## config.mk

```make
export PLATFORM = sky130hd
export DESIGN_NAME = key_matrix_debounce_ghost_filter
export DESIGN_NICKNAME = d
export VERILOG_FILES = /design/src/rtl/kmdg_pkg.sv /design/src/rtl/kmdg_ghost_check.sv /design/src/rtl/key_matrix_debounce_ghost_filter.sv
export SDC_FILE = /design/constraint.sdc
export NUM_CORES = 1
export LEC_CHECK = 0
export ABC_AREA = 1
export ABC_CLOCK_PERIOD_IN_PS = 6400
export BUFFER_PORTS_ARGS = -buffer_cell sky130_fd_sc_hd__buf_4
export CAP_MARGIN = 20
export CORE_MARGIN = 1.5
export CORE_UTILIZATION = 65
export DETAILED_ROUTE_END_ITERATION = 10
export PLACE_DENSITY = 0.85
export SLEW_MARGIN = 20
export SYNTH_ARGS = -nofsm -noshare
export SYNTH_HDL_FRONTEND = slang
export SYNTH_HIERARCHICAL = 1
export SYNTH_SLANG_ARGS = --single-unit
```

## constraint.sdc

```tcl
create_clock -name clock -period 6.4 [get_ports clock]
set_clock_uncertainty 0.1 [all_clocks]
set_input_delay 0.32 -clock clock [delete_from_list [all_inputs] [get_ports clock]]
set_output_delay 0.32 -clock clock [all_outputs]
set_load 0.03 [all_outputs]
```

## src/rtl/kmdg_pkg.sv

```systemverilog
// Shared types and constants for the key matrix debounce and ghost filter.
// No dependencies; imported by the top level.
package kmdg_pkg;

   // Width of one per-key disagreement count
   localparam int unsigned CNT_W = 4;

   // Most key changes recorded from one scan, and the width that counts them
   localparam int unsigned MAX_CHANGES = 16;
   localparam int unsigned CHG_W       = 5;

   // Reset value of the stable_scans register
   localparam logic [CNT_W-1:0] STABLE_SCANS_RESET = 4'd3;

   // Result kinds
   localparam logic [1:0] KIND_NONE   = 2'd0;
   localparam logic [1:0] KIND_CHANGE = 2'd1;
   localparam logic [1:0] KIND_GHOST  = 2'd2;

   // Scan sequencer
   typedef enum logic [1:0] {
      ST_IDLE,
      ST_SWEEP,
      ST_CHECK,
      ST_EMIT
   } state_type;

endpackage

```

## src/rtl/kmdg_ghost_check.sv

```systemverilog
// Ghost rectangle detector over a tentative key map.
// Standalone combinational logic; used by key_matrix_debounce_ghost_filter.
module kmdg_ghost_check #(
   parameter int unsigned ROWS = 4,
   parameter int unsigned COLS = 4
) (
   input  logic [ROWS*COLS-1:0] key_map,
   output logic                 ghost
);

   // A rectangle on rows a, b has exactly three corners pressed when one of
   // its columns has both rows pressed and the other has only one of them.
   // So a row pair is ghosted when some column has both keys and some other
   // column has exactly one.
   always_comb begin
      logic [COLS-1:0] row_a;
      logic [COLS-1:0] row_b;
      ghost = 1'b0;
      for (int r1 = 0; r1 < ROWS; r1++) begin
         for (int r2 = 0; r2 < ROWS; r2++) begin
            row_a = key_map[r1*COLS +: COLS];
            row_b = key_map[r2*COLS +: COLS];
            if (r2 > r1) begin
               if ((|(row_a & row_b)) && (|(row_a ^ row_b))) begin
                  ghost = 1'b1;
               end
            end
         end
      end
   end

endmodule

```

## src/rtl/key_matrix_debounce_ghost_filter.sv

```systemverilog
// Key matrix debounce with ghost filter, top level.
// Depends on kmdg_pkg and kmdg_ghost_check.
//
// One beat on req_ carries a full scan of raw key levels (bit row*COLS+col,
// 1 pressed). The per-key disagreement counts live in a single-port-write
// count memory read one key per cycle, so a scan passes through accept, a
// sweep over the counts, the ghost check and then, if the batch is kept, a
// walk over the change mask that issues one rsp_ beat per changed key; the
// walk waits while rsp_stall holds a result. A scan with no change or a
// ghosted batch gives a single beat after the check. req_stall stays high
// until the last beat of a scan has been placed in the output register. The
// count memory needs no clearing pass: a valid bit per key, cleared by reset,
// makes an unwritten count read as zero. stable_scans is to be written
// through csr_ only while the block is idle; the block itself does not
// enforce this.
module key_matrix_debounce_ghost_filter #(
   parameter int unsigned ROWS = 4,
   parameter int unsigned COLS = 4
) (
   input  logic                    clock,
   input  logic                    reset,
   // scan input
   input  logic                    req_valid,
   output logic                    req_stall,
   input  logic [15:0]             req_raw_map,
   // results
   output logic                    rsp_valid,
   input  logic                    rsp_stall,
   output logic [1:0]              rsp_kind,
   output logic [1:0]              rsp_key_row,
   output logic [1:0]              rsp_key_col,
   output logic                    rsp_now_pressed,
   output logic [4:0]              rsp_dropped_count,
   output logic [15:0]             rsp_key_map,
   output logic                    rsp_last,
   // configuration
   input  logic                    csr_valid,
   output logic                    csr_ready,
   input  logic [3:0]              csr_stable_scans
);

   import kmdg_pkg::*;

   localparam int unsigned KEYS  = ROWS * COLS;
   localparam int unsigned IW    = $clog2(KEYS);
   localparam int unsigned RW    = $clog2(ROWS);
   localparam int unsigned CW    = $clog2(COLS);
   localparam logic [IW-1:0] LAST_KEY = IW'(KEYS - 1);
   localparam logic [RW-1:0] LAST_ROW = RW'(ROWS - 1);
   localparam logic [CW-1:0] LAST_COL = CW'(COLS - 1);

   // Control and scan registers
   state_type        state_ff, state_in;
   logic [IW-1:0]    idx_ff, idx_in;
   logic [RW-1:0]    row_ff, row_in;
   logic [CW-1:0]    col_ff, col_in;
   logic [KEYS-1:0]  raw_ff, raw_in;
   logic [KEYS-1:0]  stable_ff, stable_in;
   logic [KEYS-1:0]  change_ff, change_in;
   logic [CHG_W-1:0] chg_cnt_ff, chg_cnt_in;
   logic [CHG_W-1:0] left_ff, left_in;
   logic [CNT_W-1:0] stable_scans_ff;

   // Output register
   logic             rsp_valid_ff, rsp_valid_in;
   logic [1:0]       kind_ff, kind_in;
   logic [1:0]       key_row_ff, key_row_in;
   logic [1:0]       key_col_ff, key_col_in;
   logic             pressed_ff, pressed_in;
   logic [4:0]       dropped_ff, dropped_in;
   logic [15:0]      key_map_ff, key_map_in;
   logic             last_ff, last_in;

   // Count memory and its per-entry valid bits
   logic [CNT_W-1:0] cnt_mem [KEYS];
   logic [KEYS-1:0]  cnt_valid_ff;
   logic [CNT_W-1:0] rd_data_ff;
   logic             rd_valid_ff;
   logic [IW-1:0]    rd_addr;
   logic             wr_en;
   logic [CNT_W-1:0] wr_data;

   logic             accept;
   logic             out_free;
   logic             ghost;
   logic [KEYS-1:0]  tentative;
   logic [CNT_W-1:0] cur_cnt;
   logic [CNT_W-1:0] cnt_inc;
   logic             level_differs;
   logic             candidate;
   logic             emit_now;

   assign accept    = req_valid && !req_stall;
   assign out_free  = !rsp_valid_ff || !rsp_stall;
   assign req_stall = (state_ff != ST_IDLE);
   assign csr_ready = 1'b1;
   assign tentative = stable_ff ^ change_ff;

   // Count of the key under the sweep, zero until first written
   assign cur_cnt       = rd_valid_ff ? rd_data_ff : '0;
   assign cnt_inc       = cur_cnt + 4'd1;
   assign level_differs = raw_ff[idx_ff] != stable_ff[idx_ff];
   assign candidate     = level_differs && (cnt_inc >= stable_scans_ff);
   assign emit_now      = change_ff[idx_ff] && out_free;

   kmdg_ghost_check #(
      .ROWS (ROWS),
      .COLS (COLS)
   ) u_ghost (
      .key_map (tentative),
      .ghost   (ghost)
   );

   // Next state
   always_comb begin
      state_in = state_ff;
      unique case (state_ff)
         ST_IDLE: begin
            if (accept) begin
               state_in = ST_SWEEP;
            end
         end
         ST_SWEEP: begin
            if (idx_ff == LAST_KEY) begin
               state_in = ST_CHECK;
            end
         end
         ST_CHECK: begin
            if (chg_cnt_ff != '0 && !ghost) begin
               state_in = ST_EMIT;
            end else if (out_free) begin
               state_in = ST_IDLE;
            end
         end
         ST_EMIT: begin
            if (emit_now && left_ff == CHG_W'(1)) begin
               state_in = ST_IDLE;
            end
         end
         default: state_in = ST_IDLE;
      endcase
   end

   // Datapath and result register
   always_comb begin
      idx_in       = idx_ff;
      row_in       = row_ff;
      col_in       = col_ff;
      raw_in       = raw_ff;
      stable_in    = stable_ff;
      change_in    = change_ff;
      chg_cnt_in   = chg_cnt_ff;
      left_in      = left_ff;
      rd_addr      = '0;
      wr_en        = 1'b0;
      wr_data      = '0;
      rsp_valid_in = rsp_valid_ff && rsp_stall;
      kind_in      = kind_ff;
      key_row_in   = key_row_ff;
      key_col_in   = key_col_ff;
      pressed_in   = pressed_ff;
      dropped_in   = dropped_ff;
      key_map_in   = key_map_ff;
      last_in      = last_ff;
      unique case (state_ff)
         ST_IDLE: begin
            // take the scan and start reading the first count
            if (accept) begin
               raw_in     = KEYS'(req_raw_map);
               idx_in     = '0;
               change_in  = '0;
               chg_cnt_in = '0;
            end
         end
         ST_SWEEP: begin
            // update one key's count, read the next one
            rd_addr = (idx_ff == LAST_KEY) ? '0 : IW'(idx_ff + 1'b1);
            wr_en   = 1'b1;
            if (!level_differs || candidate) begin
               wr_data = '0;
            end else begin
               wr_data = cnt_inc;
            end
            if (candidate && chg_cnt_ff < CHG_W'(MAX_CHANGES)) begin
               change_in[idx_ff] = 1'b1;
               chg_cnt_in        = chg_cnt_ff + 1'b1;
            end
            idx_in = (idx_ff == LAST_KEY) ? '0 : IW'(idx_ff + 1'b1);
         end
         ST_CHECK: begin
            idx_in  = '0;
            row_in  = '0;
            col_in  = '0;
            left_in = chg_cnt_ff;
            if (chg_cnt_ff != '0 && !ghost) begin
               stable_in = tentative;
            end else if (out_free) begin
               // single beat: no change, or the whole batch dropped
               rsp_valid_in = 1'b1;
               kind_in      = (chg_cnt_ff == '0) ? KIND_NONE : KIND_GHOST;
               key_row_in   = '0;
               key_col_in   = '0;
               pressed_in   = 1'b0;
               dropped_in   = (chg_cnt_ff == '0) ? '0 : chg_cnt_ff;
               key_map_in   = 16'(stable_ff);
               last_in      = 1'b1;
            end
         end
         ST_EMIT: begin
            // walk the change mask in row-major order
            if (emit_now) begin
               rsp_valid_in = 1'b1;
               kind_in      = KIND_CHANGE;
               key_row_in   = 2'(row_ff);
               key_col_in   = 2'(col_ff);
               pressed_in   = stable_ff[idx_ff];
               dropped_in   = '0;
               key_map_in   = 16'(stable_ff);
               last_in      = (left_ff == CHG_W'(1));
               left_in      = left_ff - 1'b1;
            end
            if (!change_ff[idx_ff] || emit_now) begin
               idx_in = (idx_ff == LAST_KEY) ? '0 : IW'(idx_ff + 1'b1);
               if (col_ff == LAST_COL) begin
                  col_in = '0;
                  row_in = (row_ff == LAST_ROW) ? '0 : RW'(row_ff + 1'b1);
               end else begin
                  col_in = CW'(col_ff + 1'b1);
               end
            end
         end
         default: begin
         end
      endcase
   end

   // Control registers
   always_ff @(posedge clock) begin
      if (reset) begin
         state_ff        <= ST_IDLE;
         rsp_valid_ff    <= 1'b0;
         stable_ff       <= '0;
         cnt_valid_ff    <= '0;
         stable_scans_ff <= STABLE_SCANS_RESET;
      end else begin
         state_ff     <= state_in;
         rsp_valid_ff <= rsp_valid_in;
         stable_ff    <= stable_in;
         if (wr_en) begin
            cnt_valid_ff[idx_ff] <= 1'b1;
         end
         if (csr_valid && csr_ready) begin
            stable_scans_ff <= csr_stable_scans;
         end
      end
   end

   // Scan and result payload
   always_ff @(posedge clock) begin
      idx_ff     <= idx_in;
      row_ff     <= row_in;
      col_ff     <= col_in;
      raw_ff     <= raw_in;
      change_ff  <= change_in;
      chg_cnt_ff <= chg_cnt_in;
      left_ff    <= left_in;
      kind_ff    <= kind_in;
      key_row_ff <= key_row_in;
      key_col_ff <= key_col_in;
      pressed_ff <= pressed_in;
      dropped_ff <= dropped_in;
      key_map_ff <= key_map_in;
      last_ff    <= last_in;
   end

   // Count memory: one write and one registered read a cycle; the sweep
   // reads key k+1 while writing key k, so the two never meet
   always_ff @(posedge clock) begin
      if (wr_en) begin
         cnt_mem[idx_ff] <= wr_data;
      end
      rd_data_ff  <= cnt_mem[rd_addr];
      rd_valid_ff <= cnt_valid_ff[rd_addr];
   end

   assign rsp_valid         = rsp_valid_ff;
   assign rsp_kind          = kind_ff;
   assign rsp_key_row       = key_row_ff;
   assign rsp_key_col       = key_col_ff;
   assign rsp_now_pressed   = pressed_ff;
   assign rsp_dropped_count = dropped_ff;
   assign rsp_key_map       = key_map_ff;
   assign rsp_last          = last_ff;

endmodule

```

==> results.cfg, run 1 <==
[worst_hold_path]
min_path_type = input pin to flop
hold_path_depth = 2

[layout]
nets = 1054
fin_cells = 1178
drive_above_1_share_pct = 9.98
insertedDiodeCount = 0
area_delta_synth_final_pct = 13.6

[logic_synthesis]
synthTopCellsByCount = nand2_1, inv_1, edfxtp_1, nor2_1, nand3_1
synth_top_area_cell = edfxtp_1
ys_async_sr_fraction_pct = 0
ys.flop_type = edfxtp_1
syn_area_um2 = 8870
synth_edf_count = 143
syn_nets = 993
ys_ff_latch = 187
yosys.cell_count.top_type = nand2_1
synth.avg_cell_area_um2 = 9.55
synth_seq_area_share_pct = 58.3
synth_top_area_share_pct = 48.4
yosysUniqueCellTypes = 32
postSynthCellCount = 929
ys_top_cells_by_area = edfxtp_1, dfxtp_1, nand2_1
yosys_warnings = 6

[setup_path]
cp_max_fo = 28
worstSetupEndpoint = rd_data_ff[1]
r2r-start = idx_ff[0]
rr_worst_depth = 9
path_depth = 9
crit_required_ns = 6.63
worstPathCellList = inv_4 > ha_1 > nand2_1 > nor2_4 > clkinv_1 > o211ai_1 > nand3_1 > nand3_1 > nand2_1
end_kind = flop
r2r_slack_ns = 2.61
worstSetupPathType = flop to flop
cpPeakStageDelay_ns = 1.02
crit_family = flip-flops
crit_path_start_kind = flop
cp.arrival_ns = 4.02
crit_buf_inv = 2
startpoint = idx_ff[0]
slowest_stage = edfxtp_1
reg2reg_to = rd_data_ff[1]

[power]
power.total_mw = 4.13
p_int_mw = 2.57
leakage_nw = 4.44
p_clk_share_pct = 23.5
peakVddDrop_uv = 222
p_sw_mw = 1.56
swShare_pct = 37.8
seqPwrFrac_pct = 41.5
comb_power_share_pct = 35.0
power.density_nw_per_um2 = 410

[timing]
fin_setup_tns_ns = 0
rsz0062_at_grt = false
tightest_slew_ns = 1.11
post-route-period-util_pct = 59.2
report.final.slew_viol_count = 0
layout_min_cycle_time_ns = 3.79
max_freq_mhz = 264
hold_viol_final = 0
slew_headroom_pct = 25.7
finalSetupViolCount = 0

[die]
rows = 42
die_x_um = 120
die_h_um = 120
io_pins = 57
core_area_um2 = 13300
dieArea_um2 = 14400
start_util_pct = 66.7

[grt]
antenna_found_initial = 0
grtUsageTotal_pct = 28.7
grt_first_pass_wirelength_mm = 31.3
overflow = 0
grt_pass1_vias = 6232
grt_max_degree = 81

[clock_network]
cts_root_buf = clkbuf_16
cts_tree = built
post-cts-setup-buffers = 0
htree_levels = 4
clock-sinks = 187
clkTransAtPathRegs_ns = 0.07
clk_path_buf_depth = 2
clock_latency_ns = 0.44
cts_buffers = 17

[routing]
drc_errors = 0
first_pass_iters = 6
vias_per_cell = 5.62
vias = 6626
drtAntennaViolNets = 0
wl_per_cell_um = 16.6
dr.first_iter.drc_count = 820
routed_wl_mm = 19.6

[run]
drv_cap = 0

[placement]
gp_congestion = 0.885
dp_hpwl_mm = 13.1
placedCellCount = 1131
port_buffers = 55

[outcome]
status = finished clean
## per-layer routing
| layer | routed length, um | track usage [%] |
|---|---|---|
| met2 | 9320 | 46.3 |
| met4 | 461 | 11.8 |
| met1 | 8230 | 38.6 |
| met5 | 0 | 0 |
| met3 | 1580 | 5.37 |
## layout by cell type, fill, tap and decap left out, types with 4 or more instances in the layout
cell type	n
nand2_1	184
inv_2	5
nand3_1	66
xor2_1	19
o22ai_1	6
dfxtp_1	44
inv_1	144
o21ai_1	6
buf_4	58
edfxtp_1	143
a21oi_1	40
nor2_1	105
nor3_1	4
clkbuf_1	5
clkbuf_16	17
o211ai_1	35
ha_1	39
clkinv_2	4
nor3b_1	4
dlygate4sd3_1	16
o21ai_0	28
## power groups by stage
stage          sequential (mW)  combinational, mW  clock, mW
5_1_grt                   1.73               1.61       1.02
3_3_place_gp              1.73               1.34          0
4_1_cts                   1.71               1.41      0.971
3_5_place_dp              1.74               1.39          0
6_report                  1.72               1.45      0.972
2_1_floorplan             1.75              0.995          0
## through the flow
stage               hold slack (ns)  setup WS, ns  utilization (%)  area, um2
detailed placement            0.360          2.72             70.5       9370
finish                       0.0201          2.61             75.8      10100
CTS                          0.0144          2.69             75.7      10100
floorplan                     0.319          2.25                -       8870
global route                 0.0272          2.33             75.8      10100
global placement              0.349          2.76             70.5       9370
## worst min path at each step
stage                startpoint            endpoint  slack, ns
3_3_place_gp   cnt_valid_ff[14]    cnt_valid_ff[14]       0.35
4_1_cts               csr_valid  stable_scans_ff[1]       0.01
2_1_floorplan    req_raw_map[0]           raw_ff[0]       0.32
5_1_grt               csr_valid  stable_scans_ff[1]       0.03
3_5_place_dp   cnt_valid_ff[13]    cnt_valid_ff[13]       0.36
6_report              csr_valid  stable_scans_ff[1]       0.02
## sequential cells by signal, summed over array words and instances, names as in the netlist, 4 cells and up
| name | flops |
|---|---|
| rsp_key_map | 16 |
| raw_ff | 16 |
| rd_data_ff | 4 |
| chg_cnt_ff | 5 |
| cnt_valid_ff | 16 |
| idx_ff | 4 |
| left_ff | 5 |
| stable_ff | 16 |
| rsp_dropped_count | 5 |
| stable_scans_ff | 4 |
| cnt_mem | 64 |
| change_ff | 16 |
## timing repair
item                                    4_1_cts  5_1_grt
hold buffers                                 16        0
gates resized for setup                       0        0
endpoints found under the setup margin        0        0
endpoints found under the hold margin        16        0
## cell families after synthesis
| group | count (synthesis) | synth area share [%] |
|---|---|---|
| buffers and inverters | 183 | 8.29 |
| adders and majority gates | 39 | 5.50 |
| xor gates and xnor gates | 22 | 2.17 |
| other | 1 | 0.0423 |
| and+or+nand+nor | 375 | 17.5 |
| AOI/OAI and AO/OA | 122 | 8.14 |
| DFF | 187 | 58.3 |
## worst reg2reg max path, stage by stage (launching register included)
cell and delay, ns:
edfxtp_1 1.02, inv_4 0.30, ha_1 0.40, nand2_1 0.10
nor2_4 0.36, clkinv_1 0.69, o211ai_1 0.37, nand3_1 0.14
nand3_1 0.13, nand2_1 0.06
## layout make-up
type	count	area, um2
Clock buffer	23	458
Clock inverter	8	72.6
Fill cell	909	3220
Inverter	151	569
Multi-Input combinational cell	559	2980
Sequential cell	187	5170
Tap cell	176	220
Timing Repair Buffer	74	596
Power figures use the tool's default switching activity.
==> run 2: changes to the inputs <==
--- a/config.mk
+++ b/config.mk
@@ -6,13 +6,13 @@
 export NUM_CORES = 1
 export LEC_CHECK = 0
 export ABC_AREA = 1
-export ABC_CLOCK_PERIOD_IN_PS = 6400
+export ABC_CLOCK_PERIOD_IN_PS = 3500
 export BUFFER_PORTS_ARGS = -buffer_cell sky130_fd_sc_hd__buf_4
 export CAP_MARGIN = 20
 export CORE_MARGIN = 1.5
-export CORE_UTILIZATION = 65
+export CORE_UTILIZATION = 61
 export DETAILED_ROUTE_END_ITERATION = 10
-export PLACE_DENSITY = 0.85
+export PLACE_DENSITY = 0.8
 export SLEW_MARGIN = 20
 export SYNTH_ARGS = -nofsm -noshare
 export SYNTH_HDL_FRONTEND = slang
==> constraint.sdc (replaced) <==
create_clock -name clock -period 3.5 [get_ports clock]
set_clock_uncertainty 0.1 [all_clocks]
set_input_delay 0.175 -clock clock [delete_from_list [all_inputs] [get_ports clock]]
set_output_delay 0.175 -clock clock [all_outputs]
set_load 0.03 [all_outputs]
==> run 2 against run 1 <==
Sequential power is 79% higher. Global-route usage down 0.98 points. Via count is 0.21% higher. First-iteration DRC count is 22% lower. Cell area up 2.3%.
==> results.cfg, run 2 (synthesis results as in run 1) <==
[power]
leakage_nw = 4.55
comb_power_share_pct = 36.3
peakVddDrop_uv = 620
p_int_mw = 4.74
swShare_pct = 38.3
p_clk_share_pct = 23.7
seqPwrFrac_pct = 40.1
power.density_nw_per_um2 = 745
power.total_mw = 7.68
p_sw_mw = 2.94

[clock_network]
clk_path_buf_depth = 2
clock_latency_ns = 0.44
htree_levels = 4
clkTransAtPathRegs_ns = 0.07
cts_tree = built
cts_root_buf = clkbuf_16
cts_buffers = 17
clock-sinks = 187

[setup_path]
cp.arrival_ns = 3.30
worstSetupEndpoint = cnt_mem[4][2]
reg2reg_to = cnt_mem[4][2]
worstSetupPathType = flop to flop
end_kind = flop
r2r-start = rd_valid_ff
crit_buf_inv = 3
cpMostUsedCell = inv_1
rr_worst_depth = 12
crit_family = simple AND/OR/NAND/NOR gates
cpPeakStageDelay_ns = 0.85
crit_required_ns = 3.49
r2r_slack_ns = 0.18
cp_max_fo = 16
worstPathCellList = nand2_1 > inv_1 > ha_1 > xor2_1 > inv_1 > ha_1 > nand2_1 > o21bai_1 > o311ai_0 > inv_1 > nand4_1 > nor2_1
path_depth = 12
startpoint = rd_valid_ff
crit_path_start_kind = flop
slowest_stage = nor2_1

[placement]
gp_congestion = 0.926
placed_area_um2 = 9480
dp_hpwl_mm = 13.0
port_buffers = 55
place_ws_ns = 0.356

[timing]
hold_viol_final = 0
max_freq_mhz = 302
timing.hold.ws_ns = 0.0393
finalSetupViolCount = 0
post-route-period-util_pct = 94.7
postLayoutSetupSlackWorst_ns = 0.185
layout_min_cycle_time_ns = 3.32
fin_setup_tns_ns = 0
rsz0062_at_grt = true
tightest_slew_ns = 1.03
slew_headroom_pct = 31.0
report.final.slew_viol_count = 0

[die]
dieArea_um2 = 15300
io_pins = 57
start_util_pct = 63.2
die_x_um = 124
rows = 43
die_h_um = 124
core_area_um2 = 14000

[grt]
grtUsageTotal_pct = 27.7
antenna_found_initial = 0
grt_max_degree = 37
grt_pass1_vias = 6365
grt_first_pass_wirelength_mm = 31.5
overflow = 0

[routing]
routed_wl_mm = 19.6
dr.first_iter.drc_count = 643
highest_layer = met4
drc_errors = 0
met2_length_mm = 9.25
vias_per_cell = 5.51
vias = 6640
wl_met1_mm = 8.52
routed-wl-met3_mm = 1.33
first_pass_iters = 6
wl_per_cell_um = 16.2
drtAntennaViolNets = 0

[layout]
insertedDiodeCount = 0
mostFrequentLayoutCells = nand2_1, inv_1, edfxtp_1, nor2_1, buf_4
largest_reg_flops = 64
fin_area_um2 = 10300
area_delta_synth_final_pct = 16.2
nets = 1076
drive_above_1_share_pct = 11.2
largest_register = cnt_mem
final_common_cell = nand2_1

[run]
drv_cap = 0

[worst_hold_path]
min_path_type = input pin to flop
hold_path_depth = 3

[outcome]
status = finished clean
run 2: worst min path at each step:
stage,endpoint,slack [ns],from
after global routing,rsp_valid,0.08,rsp_stall
after CTS,rsp_valid,0.02,rsp_stall
after detailed placement,raw_ff[15],0.25,req_raw_map[15]
after global placement,raw_ff[14],0.25,req_raw_map[14]
final,rsp_valid,0.04,rsp_stall
after floorplan,raw_ff[0],0.17,req_raw_map[0]
run 2: through the flow:
| stage | instances | util, % |
|---|---|---|
| 3_3_place_gp | 1146 | 67.5 |
| 3_5_place_dp | 1146 | 67.5 |
| 2_1_floorplan | 929 | - |
| 6_report | 1205 | 73.4 |
| 5_1_grt | 1205 | 73.4 |
| 4_1_cts | 1205 | 73.4 |
run 2: tightest hold or removal path: stages:
cell     delay (ns)
buf_4          0.10
nand2_1        0.14
a31oi_1        0.10
run 2: power groups by stage:
stage | logic (mW) | clock network [mW] | registers [mW]
final | 2.79 | 1.82 | 3.08
after global routing | 3.13 | 1.93 | 3.11
after CTS | 2.75 | 1.82 | 3.08
after detailed placement | 2.69 | 0 | 3.12
after global placement | 2.61 | 0 | 3.11
after floorplan | 1.82 | 0 | 3.20
run 2: what timing repair did:
item,CTS,global route
gates resized for setup,0,2
buffers inserted,0,0
endpoints found under the setup margin,0,48
hold endpoints to repair,35,0
hold buffers,27,0
run 2: cell type report:
| cell class | count | area, um2 |
|---|---|---|
| fill | 991 | 3730 |
| tap | 180 | 225 |
| sequential | 187 | 5170 |
| clock buffer | 18 | 450 |
| clock inverter | 14 | 110 |
| timing repair buffer | 96 | 801 |
| inverter | 151 | 569 |
| multi-input combinational | 559 | 2980 |
run 2: layer usage:
metal	track usage, %	vias up
met5	0	-
met4	11.6	0
met3	4.58	43
met2	44.1	277
met1	38.1	3083
li1	-	3237
